[config.mk]
export PLATFORM = sky130hd
export DESIGN_NAME = jrd_mul
export DESIGN_NICKNAME = d
export VERILOG_FILES = /design/src/sv/jrd_mul.sv
export SDC_FILE = /design/constraint.sdc
export NUM_CORES = 2
export LEC_CHECK = 0
export BUFFER_PORTS_ARGS = -buffer_cell sky130_fd_sc_hd__buf_2
export CAP_MARGIN = 20
export CORE_MARGIN = 3
export CORE_UTILIZATION = 40
export CTS_CLUSTER_SIZE = 14
export DETAILED_ROUTE_END_ITERATION = 10
export GPL_TIMING_DRIVEN = 0
export PLACE_DENSITY = 0.63
export REMOVE_ABC_BUFFERS = 1
export SYNTH_ARGS = -nofsm -noshare
export SYNTH_HDL_FRONTEND = slang
export SYNTH_SLANG_ARGS = --single-unit
[constraint.sdc]
create_clock -name clk -period 13.2 [get_ports clk]
set_input_delay 1.32 -clock clk [delete_from_list [all_inputs] [get_ports clk]]
set_output_delay 1.32 -clock clk [all_outputs]
set_load 0.05 [all_outputs]
[src/sv/jrd_mul.sv]
// Three-stage fixed-point multiplier: floor of the scaled product, saturated to 40 bits.
module jrd_mul #(
    parameter int FRAC = 24
) (
    input  logic               clk,
    input  logic               en,
    input  logic signed [40:0] a,
    input  logic signed [40:0] b,
    output logic signed [39:0] p
);

    localparam int PW = 82;
    localparam logic [PW-1:0] RND = {{(PW-FRAC){1'b0}}, {FRAC{1'b1}}};
    localparam logic [PW-1:0] LIM_POS = PW'(40'h7F_FFFF_FFFF);
    localparam logic [PW-1:0] LIM_NEG = PW'(40'h80_0000_0000);

    logic [40:0] a_mag;
    logic [40:0] b_mag;
    logic [41:0] ll_next, ll_reg;
    logic [40:0] lh_next, lh_reg;
    logic [40:0] hl_next, hl_reg;
    logic [39:0] hh_next, hh_reg;
    logic        neg1_reg, neg2_reg;
    logic [PW-1:0] sum_next, sum_reg;
    logic [PW-1:0] q;
    logic [PW-1:0] lim;
    logic [39:0] qm;
    logic [39:0] p_next, p_reg;

    always_comb
    begin
        a_mag = a[40] ? (~a + 41'd1) : a;
        b_mag = b[40] ? (~b + 41'd1) : b;
        ll_next = 42'(a_mag[20:0]) * 42'(b_mag[20:0]);
        lh_next = 41'(a_mag[20:0]) * 41'(b_mag[40:21]);
        hl_next = 41'(a_mag[40:21]) * 41'(b_mag[20:0]);
        hh_next = 40'(a_mag[40:21]) * 40'(b_mag[40:21]);
    end

    always_comb
    begin
        sum_next = PW'(ll_reg) + (PW'(lh_reg) << 21) + (PW'(hl_reg) << 21)
                 + (PW'(hh_reg) << 42) + (neg1_reg ? RND : '0);
    end

    always_comb
    begin
        q = sum_reg >> FRAC;
        lim = neg2_reg ? LIM_NEG : LIM_POS;
        qm = (q > lim) ? lim[39:0] : q[39:0];
        p_next = neg2_reg ? (~qm + 40'd1) : qm;
    end

    always_ff @(posedge clk)
    begin
        if (en)
        begin
            ll_reg   <= ll_next;
            lh_reg   <= lh_next;
            hl_reg   <= hl_next;
            hh_reg   <= hh_next;
            neg1_reg <= a[40] ^ b[40];
            sum_reg  <= sum_next;
            neg2_reg <= neg1_reg;
            p_reg    <= p_next;
        end
    end

    assign p = p_reg;

endmodule

== Yosys cells after proc, flatten, opt, wreduce, memory -nomap -nowiden ==
Cells that the tools add are included.

* Bits in registers: 288
* Output and inout bits: 40
* Logic and storage cells: 30

* $add $sub $neg: 7
* Multiply operators: 4
* Order comparisons: 1
* Mux-type cells: 6
* Bitwise operators: 4

{| class="wikitable"
|+ Operators with widths
! cell !! count
|-
| 40-bit 2-to-1 mux || 3
|-
| 41-bit by 1-bit adder with 41-bit output (second input constant) || 2
|-
| 64-bit by 82-bit adder with 82-bit output || 1
|-
| 82-bit by 24-bit adder with 82-bit output || 1
|-
| 41-bit 2-to-1 mux || 2
|-
| 41-bit inverter || 2
|-
| 63-bit by 62-bit adder with 64-bit output || 1
|-
| 42-bit by 62-bit adder with 63-bit output || 1
|-
| 58-bit by 40-bit greater-than comparator with 1-bit output || 1
|-
| 21-bit by 21-bit multiplier with 42-bit output || 1
|-
| 20-bit by 21-bit multiplier with 41-bit output || 1
|-
| 21-bit by 20-bit multiplier with 41-bit output || 1
|-
| 40-bit by 1-bit adder with 40-bit output (second input constant) || 1
|-
| 20-bit by 20-bit multiplier with 40-bit output || 1
|-
| 40-bit inverter || 1
|-
| 24-bit 2-to-1 mux || 1
|-
| 1-bit bitwise XOR || 1
|}

== Longest topological paths before layout ==
* Word-level depth: 6
* Gate-level depth with buffers: 38
* Mapped depth without buffers: 36

== Worst setup path before layout ==
No wires, ideal clock.

* Path type: input to register
* Start point: in a[0]
* End point: reg hl_reg[38], data pin
* Setup time: 0.269 ns
* Data arrival time: 10.188 ns
* Data required time: 12.931 ns
* Setup slack: 2.743 ns
* Stages on the path: 36
* Buffers on the path: 3
* Path through: clkbuf_1 > inv_1 > clkbuf_1 > ha_1 > nand2b_1 > nand2b_1 > nor3_4 > and2_1 > nand4_1 > or4_1 > o41ai_2 > xnor2_1 > buf_2 > nand2_1 > fa_1 > fa_1 > inv_1 > fa_1 > fa_1 > fa_1 > fa_1 > inv_1 > fa_1 > inv_1 > ha_1 > a21oi_1 > o21ai_0 > o41a_1 > o21ai_0 > a31oi_1 > a221oi_1 > a211oi_1 > and4_1 > nor4_1 > o31ai_1 > xor2_1

* Cells in the longest elaborated chain, start to end: 4

{| class="wikitable"
|+ RTL lines
! item !! line !! RTL
|-
| start, declared || 7 || <nowiki>input logic signed [40:0] a,</nowiki>
|-
| 41-bit inverter || 32 || <nowiki>a_mag = a[40] ? (~a + 41'd1) : a;</nowiki>
|-
| 41-bit by 1-bit adder with 41-bit output || 32 ||
|-
| 41-bit 2-to-1 mux || 32 ||
|-
| 20-bit by 21-bit multiplier with 41-bit output || 36 || <nowiki>hl_next = 41'(a_mag[40:21]) * 41'(b_mag[20:0]);</nowiki>
|-
| via hl_next[38] || 21 || <nowiki>logic [40:0] hl_next, hl_reg;</nowiki>
|-
| end signal, assigned || 60 || <nowiki>hl_reg <= hl_next;</nowiki>
|-
| end, declared || 21 ||
|}

The timed path passes the listed nets, and every way through them passes these cells.
A chain may end at the register's enable or synchronous reset.

== Worst setup path in the final report ==
* Start point: in a[0]
* End point: reg hl_reg[36], data pin

Same word-level chain as after synthesis.

==> qor.txt <==
vias in the first global route: 57982
register bit total from synthesis: 264
post-synthesis mux area share: 0.001049
CP max stage delay: 0.71 ns
crit-path most repeated cell: fa_1
drt pass-1 iters: 8
Final min period: 12.86 ns
Synth Area in Compound Gates: 0.06784
gr usage total: 0.2515
Setup crit start: a[0]
Hold Crit Class: reg -> reg
Worst Skew: 0.02469 ns
largest net degree at the start of global routing: 105
syn_area_per_cell: 9.080 sq um
Worst Reg2Reg Path Length in Cells: 20
HPWL Detailed: 187600 um
drt wl/cell: 22.40 um
FP Rows: 153
die height: 425.5 um
CTS tree: done
ys flop type: edfxtp_1
clk sinks: 264
final antenna-violating net count: 0
sequential fraction of the synthesis area: 0.1126
RSZ-0062 raised after global routing: false
Hold Violations, Final: 0
Critical Path Fanout Max: 33
Final Max Tran Viols: 0
CTS clock-pin slew for the worst setup and hold paths: 0.06 ns
Synth Area in XOR/XNOR: 0.04514
Reg-to-Reg Start: neg2_reg
root buf cell: clkbuf_16
Yosys Warn Count: 0
die area: 181000 sq um
Largest register FFs: 58
library cells used by synthesis: 88
post-synthesis async set-or-reset flop share: 0
Rel. slew slack: 0.1553
Slew @ Worst Pin: 1.266 ns
Post-Synth Simple-Gate Area: 0.1339
largest family of logic cells by synthesized area: adder cells
number of antenna violations at the first check in global routing: 39
Die W: 425.5 um
Port Buffer Count: 123
Layout area overhead: 11.89%
setup_tns: 0 ns
Mapped Cells: 7751
Worst R2R Setup Slack: 6.76 ns
core area: 174400 sq um
crit end category: flop
Vias: 55682
# DRC: 0
period utilisation layout: 0.9742
total congestion overflow: 0
Post-Syn Area: 70380 sq um
initial drt markers: 4887
adder-cell share of the synthesized area: 0.5374
IO Pins: 124
drt total wl: 227400 um
nets: 10049
initial core utilization: 0.4036
critical path required time: 13.52 ns
clock network latency to the later pin of the worst-skew pair: 0.60 ns
global-route wire length before repair: 344800 um
H-Tree Depth: 2
Reg-to-Reg End: p[26]
Vias/cell: 5.485
max cap viols: 0
Final Wtd Congestion: 0.9284
CP max-delay cell: inv_2
layout cells sized above 1: 0.07034
Longest Clk Path Bufs: 3
Post-synth EDFFs: 264
critical path launch point type: input port
FMAX: 77.76 MHz
# setup viols final: 0
CTS Buf Count: 34
Crit Path Category: in -> reg
status: completed
CP endpoint: hl_reg[36]
Arr. time, crit path: 13.18 ns
[per-stage QoR]
stage / hold slack (ns) / setup slack [ns] / cells / util / instance area [sq um]
detailed placement: 0.5645 / -0.3424 / 10060 / 0.4445 / 77520
finish: 0.5750 / 0.3407 / 10152 / 0.4516 / 78750
global route: 0.5889 / 0.02949 / 10149 / 0.4515 / 78740
CTS: 0.5725 / 0.2496 / 10120 / 0.4505 / 78570
global placement: 0.5544 / -3.804 / 9882 / 0.4168 / 72690
floorplan: 0.5413 / 1.945 / 7434 / - / 69170
[synthesized netlist by cell type, types with 33 or more instances]
library cell,number,share of area
xnor2_1,221,0.028
edfxtp_1,264,0.11
nor3_1,47,0.0033
clkbuf_1,302,0.016
a21o_1,103,0.011
a21oi_1,210,0.015
nand3_1,50,0.0036
nand2b_1,35,0.0031
nor2_1,913,0.049
o21ai_0,155,0.011
inv_1,1590,0.085
xor2_1,138,0.017
fa_1,1398,0.40
ha_1,786,0.14
nand2_1,1043,0.056
nand4_1,33,0.0029
[placed cells by master, fill, tap and decap left out, drive strengths merged, types with 29 or more instances in the layout]
master and n:
nand3 50, o21a 29, xnor2 222, fa 1398
inv 1595, buf 306, nor2 914, clkbuf 44
nor3 48, a21o 103, a211oi 30, ha 786
nand2 1043, o21bai 31, edfxtp 264, a21oi 210
nand2b 36, o21ai 157, xor2 140, nand4 33
[final cells by class]
cell class,instances,area [sq um]
timing repair buffer,310,3866
inverter,1590,5968
sequential,264,7928
antenna,22,55.05
tap,2325,2909
clock buffer,40,894.6
multi-input combinational,5581,56980
fill,16263,95650
clock inverter,20,151.4
[worst max-delay path, delay by kind of cell]
family          cells  cell delay (ns)
compound gates      8             2.33
fa+ha+maj           9             4.17
buf+inv             5             1.16
simple gates       10             3.19
xor+xnor            2             0.96
[worst min path at each step]
| stage | startpoint | end | slack, ns | depth (start not counted) |
|---|---|---|---|---|
| 3_5_place_dp | hh_reg[39] | sum_reg[81] | 0.56 | 1 |
| 3_3_place_gp | hh_reg[39] | sum_reg[81] | 0.55 | 1 |
| 6_report | hh_reg[39] | sum_reg[81] | 0.57 | 1 |
| 2_1_floorplan | hh_reg[33] | sum_reg[75] | 0.54 | 1 |
| 4_1_cts | hh_reg[39] | sum_reg[81] | 0.57 | 1 |
| 5_1_grt | hh_reg[39] | sum_reg[81] | 0.59 | 1 |
[cells by family after synthesis]
group                    Yosys count
AO/OA/AOI/OAI                    739
XOR/XNOR                         361
adder cells (fa/ha/maj)         2184
buffers and inverters           1907
flip-flops                       264
multiplexers                       7
AND/OR/NAND/NOR                 2289
[what timing repair did]
item / 4_1_cts / 5_1_grt
resized for setup: 0 / 2
hold endpoints to repair: 0 / 0
endpoints found under the setup margin: 0 / 6
buffers inserted: 0 / 0
hold buffers: 0 / 0
[metal layers]
metal | track usage | vias to the layer above | share of wire
met4 | 0.1362 | 14 | 0.068
li1 | - | 23954 | -
met3 | 0.05467 | 739 | 0.10
met2 | 0.3968 | 2866 | 0.45
met5 | 0 | - | 0.00046
met1 | 0.3224 | 28109 | 0.38
Power is left out: the tool's default activity adds up to more than one toggle a clock period on the data nets, which glitch-free logic cannot reach.
